**config.mk**
```make
export PLATFORM = sky130hd
export DESIGN_NAME = petts_ctrl
export DESIGN_NICKNAME = d
export VERILOG_FILES = /design/src/hw/rtl/petts_pkg.sv /design/src/hw/rtl/petts_ctrl.sv
export SDC_FILE = /design/constraint.sdc
export NUM_CORES = 1
export LEC_CHECK = 0
export BUFFER_PORTS_ARGS = -buffer_cell sky130_fd_sc_hd__buf_2
export CAP_MARGIN = 20
export CORE_MARGIN = 3
export CORE_UTILIZATION = 45
export CTS_BUF_LIST = sky130_fd_sc_hd__clkbuf_8
export DETAILED_ROUTE_END_ITERATION = 12
export HOLD_SLACK_MARGIN = 0.15
export SETUP_SLACK_MARGIN = 0.5
export SKIP_LAST_GASP = 1
export SLEW_MARGIN = 15
export SYNTH_ARGS = -nofsm -noshare
export SYNTH_HDL_FRONTEND = slang
export SYNTH_SLANG_ARGS = --single-unit
```
**constraint.sdc**
```tcl
create_clock -name clk -period 4.2 [get_ports clk]
set_input_delay 0.21 -clock clk [delete_from_list [all_inputs] [get_ports clk]]
set_output_delay 0.21 -clock clk [all_outputs]
set_load 0.005 [all_outputs]
```
**src/hw/rtl/petts_pkg.sv**
```systemverilog
// ----------------------------------------------------------------------------
// petts_pkg: shared types and constants of the pose error to twist servo
// Holds the field widths, register indexes, datapath commands, the CORDIC
// arctangent table and the output saturation helper.
// ----------------------------------------------------------------------------
package petts_pkg;

  // Number of CORDIC vectoring steps (valid range 8 to 31).
  localparam int CORDIC_STEPS = 16;
  // Iterations of the bit-serial square root.
  localparam int SQRT_STEPS   = 32;
  // Quotient bits of the angular divider; the quotient always stays below 2^27.
  localparam int DIV_BITS     = 28;

  localparam int POS_W  = 32;
  localparam int QUAT_W = 16;
  localparam int TIME_W = 32;
  localparam int CFG_W  = 16;
  localparam int IDX_W  = 3;
  localparam int OUT_W  = 32;
  localparam int MAG_W  = 41;

  // Register reset values.
  localparam logic [CFG_W-1:0] RST_LIN_GAIN  = 16'd384;
  localparam logic [CFG_W-1:0] RST_ANG_GAIN  = 16'd512;
  localparam logic [CFG_W-1:0] RST_LIN_DB    = 16'd66;
  localparam logic [CFG_W-1:0] RST_ANG_DB    = 16'd328;
  localparam logic [CFG_W-1:0] RST_STALE_LIM = 16'd200;

  typedef enum logic [IDX_W-1:0] {
    REG_LIN_GAIN  = 3'd0,
    REG_ANG_GAIN  = 3'd1,
    REG_LIN_DB    = 3'd2,
    REG_ANG_DB    = 3'd3,
    REG_STALE_LIM = 3'd4
  } cfg_reg_t;

  // Input item kinds.
  localparam logic KIND_TARGET = 1'b0;
  localparam logic KIND_TICK   = 1'b1;

  typedef enum logic [3:0] {
    OP_NONE,
    OP_ACCEPT,
    OP_LIN,
    OP_QMUL,
    OP_VSQ,
    OP_SQRT,
    OP_CORD_INIT,
    OP_CORD,
    OP_THETA,
    OP_AMUL1,
    OP_AMUL2,
    OP_DIV_INIT,
    OP_DIV,
    OP_ANG_OUT,
    OP_CONSUME,
    OP_OUT_LOAD
  } op_t;

  typedef struct packed {
    op_t        op;
    logic [4:0] idx;
  } cmd_t;

  typedef struct packed {
    logic kind;
    logic go;
    logic n_zero;
    logic theta_low;
  } stat_t;

  typedef struct packed {
    logic                     kind;
    logic signed [POS_W-1:0]  pos_x;
    logic signed [POS_W-1:0]  pos_y;
    logic signed [POS_W-1:0]  pos_z;
    logic signed [QUAT_W-1:0] quat_w;
    logic signed [QUAT_W-1:0] quat_x;
    logic signed [QUAT_W-1:0] quat_y;
    logic signed [QUAT_W-1:0] quat_z;
    logic                     pose_valid;
    logic [TIME_W-1:0]        now_ms;
  } pose_t;

  typedef struct packed {
    logic signed [OUT_W-1:0] lin_x;
    logic signed [OUT_W-1:0] lin_y;
    logic signed [OUT_W-1:0] lin_z;
    logic signed [OUT_W-1:0] ang_x;
    logic signed [OUT_W-1:0] ang_y;
    logic signed [OUT_W-1:0] ang_z;
    logic                    active;
  } twist_t;

  typedef struct packed {
    logic               en;
    logic [IDX_W-1:0]   index;
    logic [CFG_W-1:0]   data;
  } cfg_wr_t;

  // Arctangent of 2^-i in Q2.30.
  function automatic logic [31:0] atan_q30(input logic [4:0] i);
    logic [31:0] r;
    case (i)
      5'd0:    r = 32'd843314857;
      5'd1:    r = 32'd497837829;
      5'd2:    r = 32'd263043837;
      5'd3:    r = 32'd133525159;
      5'd4:    r = 32'd67021687;
      5'd5:    r = 32'd33543516;
      5'd6:    r = 32'd16775851;
      5'd7:    r = 32'd8388437;
      5'd8:    r = 32'd4194283;
      5'd9:    r = 32'd2097149;
      5'd10:   r = 32'd1048576;
      5'd11:   r = 32'd524288;
      5'd12:   r = 32'd262144;
      5'd13:   r = 32'd131072;
      5'd14:   r = 32'd65536;
      5'd15:   r = 32'd32768;
      5'd16:   r = 32'd16384;
      5'd17:   r = 32'd8192;
      5'd18:   r = 32'd4096;
      5'd19:   r = 32'd2048;
      5'd20:   r = 32'd1024;
      5'd21:   r = 32'd512;
      5'd22:   r = 32'd256;
      5'd23:   r = 32'd128;
      5'd24:   r = 32'd64;
      5'd25:   r = 32'd32;
      5'd26:   r = 32'd16;
      5'd27:   r = 32'd8;
      5'd28:   r = 32'd4;
      5'd29:   r = 32'd2;
      5'd30:   r = 32'd1;
      default: r = 32'd0;
    endcase
    return r;
  endfunction

  // Subtract mask of the quaternion product terms; bit k set means term k is negated.
  function automatic logic [3:0] qmul_neg(input logic [1:0] j);
    logic [3:0] r;
    case (j)
      2'd0:    r = 4'b0000;
      2'd1:    r = 4'b0110;
      2'd2:    r = 4'b1100;
      default: r = 4'b1010;
    endcase
    return r;
  endfunction

  // Sign and magnitude to a saturated 32-bit two's complement value.
  function automatic logic [OUT_W-1:0] sat_out(input logic neg, input logic [MAG_W-1:0] m);
    logic [OUT_W-1:0] r;
    if (neg) begin
      if (m >= 41'h0_8000_0000) r = 32'h8000_0000;
      else r = 32'(41'd0 - m);
    end else begin
      if (m > 41'h0_7FFF_FFFF) r = 32'h7FFF_FFFF;
      else r = m[OUT_W-1:0];
    end
    return r;
  endfunction

endpackage

```
**src/hw/rtl/petts_ctrl.sv**
```systemverilog
// ----------------------------------------------------------------------------
// petts_ctrl: controller of the pose error to twist servo
// Sequences the datapath through the linear, quaternion, root, CORDIC and
// divider steps and runs both channel handshakes.
// ----------------------------------------------------------------------------
module petts_ctrl (
  input  logic             clk,
  input  logic             rst,
  input  logic             pose_valid,
  output logic             pose_ready,
  output logic             twist_valid,
  input  logic             twist_ready,
  input  petts_pkg::stat_t stat,
  output petts_pkg::cmd_t  cmd
);
  import petts_pkg::*;

  typedef enum logic [14:0] {
    S_IDLE    = 15'b000000000000001,
    S_LIN     = 15'b000000000000010,
    S_QMUL    = 15'b000000000000100,
    S_VSQ     = 15'b000000000001000,
    S_SQRT    = 15'b000000000010000,
    S_CINIT   = 15'b000000000100000,
    S_CORD    = 15'b000000001000000,
    S_THETA   = 15'b000000010000000,
    S_AMUL1   = 15'b000000100000000,
    S_AMUL2   = 15'b000001000000000,
    S_DINIT   = 15'b000010000000000,
    S_DIV     = 15'b000100000000000,
    S_AOUT    = 15'b001000000000000,
    S_CONSUME = 15'b010000000000000,
    S_FINISH  = 15'b100000000000000
  } state_t;

  state_t     state, state_next;
  logic [4:0] cnt, cnt_next;
  logic [1:0] axis, axis_next;
  logic       out_valid, out_valid_next;

  assign pose_ready = (state == S_IDLE);
  assign twist_valid = out_valid;

  // Next state and datapath command.
  always_comb begin
    state_next = state;
    cnt_next = cnt;
    axis_next = axis;
    out_valid_next = out_valid && !twist_ready;
    cmd.op = OP_NONE;
    cmd.idx = cnt;
    case (state)
      S_IDLE: begin
        cnt_next = '0;
        if (pose_valid) begin
          cmd.op = OP_ACCEPT;
          if (stat.kind == KIND_TICK) state_next = stat.go ? S_LIN : S_FINISH;
        end
      end
      S_LIN: begin
        cmd.op = OP_LIN;
        cnt_next = (cnt == 5'd2) ? '0 : cnt + 5'd1;
        if (cnt == 5'd2) state_next = S_QMUL;
      end
      S_QMUL: begin
        cmd.op = OP_QMUL;
        cnt_next = (cnt == 5'd3) ? '0 : cnt + 5'd1;
        if (cnt == 5'd3) state_next = S_VSQ;
      end
      S_VSQ: begin
        // The last square also loads the root unit.
        if (cnt == 5'd2) begin
          cmd.op = OP_VSQ;
          cnt_next = '0;
          state_next = S_SQRT;
        end else begin
          cmd.op = OP_VSQ;
          cnt_next = cnt + 5'd1;
        end
      end
      S_SQRT: begin
        cmd.op = OP_SQRT;
        cnt_next = cnt + 5'd1;
        if (cnt == 5'(SQRT_STEPS - 1)) state_next = S_CINIT;
      end
      S_CINIT: begin
        cnt_next = '0;
        // A zero vector part means no rotation: skip the angular path.
        if (stat.n_zero) begin
          state_next = S_CONSUME;
        end else begin
          cmd.op = OP_CORD_INIT;
          state_next = S_CORD;
        end
      end
      S_CORD: begin
        cmd.op = OP_CORD;
        cnt_next = cnt + 5'd1;
        if (cnt == 5'(CORDIC_STEPS - 1)) state_next = S_THETA;
      end
      S_THETA: begin
        cmd.op = OP_THETA;
        state_next = S_AMUL1;
      end
      S_AMUL1: begin
        axis_next = '0;
        if (stat.theta_low) begin
          state_next = S_CONSUME;
        end else begin
          cmd.op = OP_AMUL1;
          state_next = S_AMUL2;
        end
      end
      S_AMUL2: begin
        cmd.op = OP_AMUL2;
        cmd.idx = {3'd0, axis};
        state_next = S_DINIT;
      end
      S_DINIT: begin
        cmd.op = OP_DIV_INIT;
        cnt_next = '0;
        state_next = S_DIV;
      end
      S_DIV: begin
        cmd.op = OP_DIV;
        cnt_next = cnt + 5'd1;
        if (cnt == 5'(DIV_BITS - 1)) state_next = S_AOUT;
      end
      S_AOUT: begin
        cmd.op = OP_ANG_OUT;
        cmd.idx = {3'd0, axis};
        axis_next = axis + 2'd1;
        state_next = (axis == 2'd2) ? S_CONSUME : S_AMUL2;
      end
      S_CONSUME: begin
        cmd.op = OP_CONSUME;
        state_next = S_FINISH;
      end
      S_FINISH: begin
        // Hand the result to the output register once it is free.
        if (!out_valid || twist_ready) begin
          cmd.op = OP_OUT_LOAD;
          out_valid_next = 1'b1;
          state_next = S_IDLE;
        end
      end
      default: begin
        state_next = S_IDLE;
      end
    endcase
  end

  // Control registers.
  always_ff @(posedge clk) begin
    if (rst) begin
      state <= S_IDLE;
      cnt <= '0;
      axis <= '0;
      out_valid <= 1'b0;
    end else begin
      state <= state_next;
      cnt <= cnt_next;
      axis <= axis_next;
      out_valid <= out_valid_next;
    end
  end

  // A tick that cannot use the target goes straight to the result.
  a_zero_tick: assert property (@(posedge clk) disable iff (rst)
    (state == S_IDLE && pose_valid && stat.kind == KIND_TICK && !stat.go)
    |=> state == S_FINISH)
    else $error("zero tick did not go to the result state");

  // A pending result blocks the next one.
  a_hold_finish: assert property (@(posedge clk) disable iff (rst)
    (state == S_FINISH && out_valid && !twist_ready) |=> state == S_FINISH)
    else $error("result overwrote a pending twist");

  // Loading the output register always raises valid.
  a_load_valid: assert property (@(posedge clk) disable iff (rst)
    (cmd.op == OP_OUT_LOAD) |=> out_valid)
    else $error("output load without valid");

  // The CORDIC counter stays within the step count.
  a_cord_cnt: assert property (@(posedge clk) disable iff (rst)
    (state == S_CORD) |-> (cnt < 5'(CORDIC_STEPS)))
    else $error("CORDIC step counter out of range");

endmodule
```
==> impl_metrics.yaml, run 1 <==
synth:
  syn_area_per_cell_sq_um: 8.257
  synth-seq-area-share_pct: 27.61
  async_reset_ff_share_pct: 0
  syn_nets: 215
  syn_inst: 202
  netlist_area_sq_mm: 0.001668
  synth_seq_cells: 23
  synth_edf_count: 0
  yosysWarnings: 0
  synth-main-ff-cell: "dfxtp_1"
  synth_cell_type_count: 50
sta:
  min_period_ps: 3155
  fin_skew_ps: 7.767
  hold_violations: 0
  slew_headroom_pct: 40.06
  max_slew.worst_pin.slew_ps: 886.6
  setup_tns_ps: 0
  rsz0062_at_grt: "false"
  fmax_mhz: 317.0
  fin_crit_sh_pct: 75.11
  finalMaxSlewViolations: 0
  setup_viol: 0
setup_path:
  startpoint_type: "flip-flop"
  ff2ff_path_depth: 6
  required_ps: 3990
  cp.arrival_ps: 2940
  crit_path_max_fanout: 10
  worstSetupPathType: "reg -> out"
  end_kind: "output port"
grt:
  grt_pass1_vias: 1658
  use_met1_pct: 30.07
  grt.busiest_layer: "met2"
  grt_max_degree: 16
  grtUsageTotal_pct: 22.04
  grt_overflow: 0
  grt_pass1_wl_mm: 7.638
  antenna_found_initial: 0
  grtUsageMet3_pct: 4.553
  use_met2_pct: 33.66
finish:
  stdcell_count: 261
  register_area_sq_um: 460.4
  layout_commonest_cell: "dfxtp_1"
  multi_input_area_sq_mm: 0.001127
  fillers: 344
  final_cell_mix: "dfxtp_1, buf_2, nor4b_1, nand4_1, nand2_1"
  synthToLayoutAreaGrowth_pct: 9.677
  num_antenna_cells: 0
  final_nets: 229
  final_layout_size_suffix_gt1_share_pct: 18.60
power:
  pwr-share-clk_pct: 18.4
  p_int_uw: 438.9
  ir_worst_vdd_uv: 202.5
  switching_share_pct: 41.70
  power.share.sequential_pct: 34.0
  p_leak_nw: 0.7092
  cellPowerDensity_mw_per_mm2: 411.5
  combPwrFrac_pct: 47.7
  p_sw_uw: 313.9
die:
  die_area_sq_mm: 0.004473
  chipWidth_microns: 66.88
  coreArea_sq_mm: 0.003442
  initial_core_util_pct: 48.46
  rows: 21
  die_h_microns: 66.88
  io_pins: 19
job:
  maxCapViolCount: 0
placed_design:
  numPlacedInstances: 257
  finalWeightedCongestion: 0.9423
  hpwlAfterDp_mm: 3.535
  portBuffers: 18
clock_tree:
  cts_buffers: 3
  post_cts_buffers: 0
  clk_latency_ps: 270
  cts_buffer_depth: 2
  clk_pin_slew_ps: 80
  ctsResizeCount: 0
  cts.sinks: 23
  cts-htree-levels: 1
  cts-root-buf: "clkbuf_8"
  cts_tree: "yes"
  postCtsHoldBufs: 0
min_path:
  worstHoldPathType: "in -> reg"
  min_path_cells: 3
route:
  drtIter0Drc: 253
  num_vias: 1662
  avgRoutedWirePerCell_microns: 17.61
  ant_nets: 0
  drt_first_pass_iters: 4
  drc: 0
  vias_per_cell: 6.368
  routed_wl_mm: 4.595
status:
  status: "complete, no violations"
metal layers:
layer	wire length, microns	share of wire, %
met4	61	1.3
met2	1987	43
met5	0	0
met1	2154	47
met3	391	8.5
final cells by class:
type                            count  share of cell area, %
Multi-Input combinational cell    160                  61.63
Sequential cell                    23                  25.17
Timing Repair Buffer               21                  6.156
Tap cell                           46                  3.146
Clock buffer                        3                  2.257
Inverter                            7                  1.436
Clock inverter                      1                 0.2052
synthesized netlist by cell type (all sizes together), types with 2 or more instances:
master   count  area share (%)
clkbuf      10             2.3
inv          7             1.6
or4b         2             1.2
xnor2        3             1.6
nor4         5             2.3
nor3         8             2.4
nand3        8             2.7
dfxtp       23              28
and4         2             1.2
nor4b       14             7.4
or4          7             3.8
nand2       13             2.9
or3          3             1.1
nor2         9             2.0
nand4       15             6.5
o21ai        5             1.5
a31oi        2            0.75
buf          2            0.97
nand2b       5             1.9
nand3b       4             1.8
a2bb2oi      2             1.1
ha           5             3.8
and3         5             1.9
o2111ai      3             1.6
a21oi       12             3.6
nor3b        3             1.4
nor2b        3             1.1
o2111a       2             1.4
or2          5             1.9
kinds of logic after synthesis:
kind of cell               Yosys count  synth area share, %
adders and majority gates            5                3.751
xor gates and xnor gates             3                1.576
DFF                                 23                27.61
muxes                                2                1.275
AOI/OAI and AO/OA                   36                16.06
and+or+nand+nor                    114                44.94
buffers and inverters               19                4.801
stage by stage:
| step | power [mW] | setup slack, ps | area [sq um] | hold WS [ps] | util, % |
|---|---|---|---|---|---|
| floorplan | 0.5166 | 1730 | 1668 | 279.1 | - |
| global placement | 0.6054 | 1480 | 1784 | 465.6 | 51.84 |
| detailed placement | 0.6098 | 1404 | 1784 | 464.3 | 51.84 |
| CTS | 0.7451 | 1092 | 1829 | 220.0 | 53.14 |
| global route | 0.7914 | 890.8 | 1829 | 234.1 | 53.14 |
| finish | 0.7528 | 1045 | 1829 | 221.0 | 53.14 |
path summary, 6_finish.rpt:
path	startpoint	to	slack, ps
worst min-delay path	twist_ready	twist_valid	220
worst max-delay path	state[4]	cmd[8]	1050
worst min register to register	axis[0]	axis[0]	480
worst max register to register	state[4]	state[0]	1470
sequential cells by signal, summed over array words and instances, names as in the netlist:
register	cells
state	15
cnt	5
axis	2
twist_valid	1
critical path: stages (launching register included):
cell      delay, ps
dfxtp_1         380
nor4_2          800
nand3_2         210
or4b_2          740
o2111a_1        310
nand3_1         120
buf_2           130
power by group through the flow:
stage / clock network, mW / logic (mW) / registers, mW
5_1_grt: 0.146 / 0.388 / 0.258
2_1_floorplan: 0 / 0.276 / 0.240
4_1_cts: 0.139 / 0.352 / 0.255
6_report: 0.138 / 0.359 / 0.256
3_3_place_gp: 0 / 0.347 / 0.258
3_5_place_dp: 0 / 0.349 / 0.260
Power figures use the tool's default switching activity.
==> run 2, diff against run 1 <==
--- a/config.mk
+++ b/config.mk
@@ -5,6 +5,7 @@
 export SDC_FILE = /design/constraint.sdc
 export NUM_CORES = 1
 export LEC_CHECK = 0
+export ABC_AREA = 1
 export BUFFER_PORTS_ARGS = -buffer_cell sky130_fd_sc_hd__buf_2
 export CAP_MARGIN = 20
 export CORE_MARGIN = 3
==> constraint.sdc (replaced) <==
create_clock -name clk -period 3.18 [get_ports clk]
set_input_delay 0.159 -clock clk [delete_from_list [all_inputs] [get_ports clk]]
set_output_delay 0.159 -clock clk [all_outputs]
set_load 0.005 [all_outputs]
==> run 2 against run 1 <==
Synthesized cell count is 57% higher; setup slack worse by 100 ps; combinational power grew to 4.6 times the previous value; flip-flop and latch count unchanged; non-clock buffer count fell by 2; clock skew fell by 3.1 ps; area after synthesis is 17% higher; worst hold slack better by 31 ps; critical path type unchanged; largest power group unchanged.
==> impl_metrics.yaml, run 2 <==
power:
  ir_worst_vdd_uv: 468.1
  p_leak_nw: 1.218
  cellPowerDensity_mw_per_mm2: 1051
clock_tree:
  clk_pin_slew_ps: 90
  cts.sinks: 23
  cts_buffers: 3
  cts_buffer_depth: 2
  ctsResizeCount: 0
  clk_latency_ps: 270
  cts-root-buf: "clkbuf_8"
  cts_tree: "yes"
  cts-htree-levels: 1
die:
  die_area_sq_mm: 0.005161
  rows: 23
  io_pins: 19
  die_h_microns: 71.84
  coreArea_sq_mm: 0.004086
  chipWidth_microns: 71.84
  initial_core_util_pct: 47.73
min_path:
  worstHoldPathType: "in -> reg"
  min_from: "stat[2]"
  min_to: "state[1]"
  min_path_cells: 5
status:
  status: "complete, no violations"
grt:
  grt_pass1_wl_mm: 8.418
  grtUsageTotal_pct: 20.53
  antenna_found_initial: 0
  grt_pass1_vias: 1780
  grt_max_degree: 19
  grt_overflow: 0
route:
  drt_first_pass_iters: 5
  num_vias: 1898
  routed_wl_mm: 4.915
  drc: 0
  ant_nets: 0
  drtIter0Drc: 102
  vias_per_cell: 4.892
  avgRoutedWirePerCell_microns: 12.67
setup_path:
  crit_path_max_fanout: 10
  end_kind: "output port"
  startpoint_type: "flip-flop"
  startpoint: "state[0]"
  worstSetupPathType: "reg -> out"
  cp.arrival_ps: 2080
  ff2ff_path_depth: 12
  r2r_slack_ps: 990
  required_ps: 3020
  worstReg2RegStart: "cnt[0]"
  r2r_end: "state[8]"
finish:
  regMostFlops: "state"
  top_regs: "state (15), cnt (5), axis (2)"
  num_antenna_cells: 0
  final_cell_mix: "nand2_1, inv_1, nor2_1"
  layout_commonest_cell: "nand2_1"
  final_layout_size_suffix_gt1_share_pct: 18.34
  final_nets: 352
  largest_register_ffs: 15
  synthToLayoutAreaGrowth_pct: 9.878
  stdcell_area_sq_mm: 0.002143
sta:
  fin_crit_sh_pct: 70.31
  max_slew.worst_pin.slew_ps: 470.0
  fin_skew_ps: 4.629
  min_period_ps: 2236
  setup_slack_ps: 944.0
  finalMaxSlewViolations: 0
  slew_headroom_pct: 68.63
  hold_ws_ps: 251.9
  setup_tns_ps: 0
  setup_viol: 0
  rsz0062_at_grt: "false"
  fmax_mhz: 447.2
  hold_violations: 0
synth:
  synth_most_common_cell: "nand2_1"
  netlist.area_leader.share_pct: 23.60
  synth_cell_type_count: 29
  synth_edf_count: 0
  synth_seq_cells: 23
  yosysWarnings: 0
  synth-main-ff-cell: "dfxtp_1"
  synth_top_cell_by_area: "dfxtp_1"
  synth-seq-area-share_pct: 23.60
  async_reset_ff_share_pct: 0
  yosys-top-cells-area: "dfxtp_1, nand2_1, inv_1, nand3_1, nor2_1"
  syn_inst: 317
  netlist_area_sq_mm: 0.001951
  syn_nets: 330
  syn_area_per_cell_sq_um: 6.153
  synth_common_cells: "nand2_1, inv_1, nor2_1, nand3_1, dfxtp_1"
job:
  maxCapViolCount: 0
placed_design:
  finalWeightedCongestion: 0.9217
  place_area_sq_mm: 0.002088
  portBuffers: 18
  dp_slack_ps: 1000
  hpwlAfterDp_mm: 3.942
run 2: changes by cell type after synthesis, moves of 10 or more:
cell      change
nand2_1      +53
inv_1        +54
nor2_1       +36
clkbuf_1     -10
nor4b_1      -14
nor2_2       +16
nand3_1      +30
run 2: worst max-delay path, stage by stage (launching register included):
cell     delay (ps)
dfxtp_1         340
nor2_2          200
nand2_2         180
nor2_8          220
nand4_4         170
nand2_1         220
mux2_2          350
buf_2           120
run 2: logic make-up (layout without fill, tap and decap cells):
group / count (synthesis) / count (layout) / share of synthesized area [%]
buffers and inverters: 65 / 86 / 12.89
AO/OA/AOI/OAI: 17 / 17 / 5.260
flip-flops: 23 / 23 / 23.60
multiplexers: 1 / 1 / 0.5773
AND/OR/NAND/NOR: 204 / 204 / 53.56
adder cells (fa/ha/maj): 5 / 5 / 3.207
XOR/XNOR: 2 / 2 / 0.8982
run 2: area by class of cell:
cell class,count,area (sq um)
Fill cell,445,1943
Tap cell,50,62.56
Clock inverter,1,3.754
Clock buffer,3,41.29
Sequential cell,23,460.4
Timing Repair Buffer,19,100.1
Inverter,63,236.5
Multi-Input combinational cell,229,1239
run 2: worst max-delay path by stage:
stage,end,cells after the start
floorplan,state[13],12
global placement,state[8],12
detailed placement,state[1],12
CTS,cmd[1],7
global route,cmd[1],7
finish,cmd[1],7
run 2: routing by layer:
metal / wire length [microns] / global-route usage [%]
met1: 2471 / 30.22
met2: 2220 / 31.84
met3: 179 / 2.384
met4: 42 / 5.010
met5: 0 / 0
run 2: report_power, final:
part	internal, mW	switching, mW
sequential	0.360	0.0620
combinational	0.514	1.13
clock	0.0864	0.100
total	0.960	1.29
run 2: metrics by stage:
stage,utilization [%],std cells,power (mW)
3_3_place_gp,51.10,383,2.075
5_1_grt,52.45,388,2.483
3_5_place_dp,51.10,383,2.068
6_report,52.45,388,2.254
4_1_cts,52.45,388,2.268
2_1_floorplan,-,317,1.706
run 2: repair_timing:
| action | 4_1_cts | 5_1_grt |
|---|---|---|
| setup buffers | 0 | 0 |
| hold buffers | 1 | 0 |
| endpoints found under the hold margin | 4 | 0 |
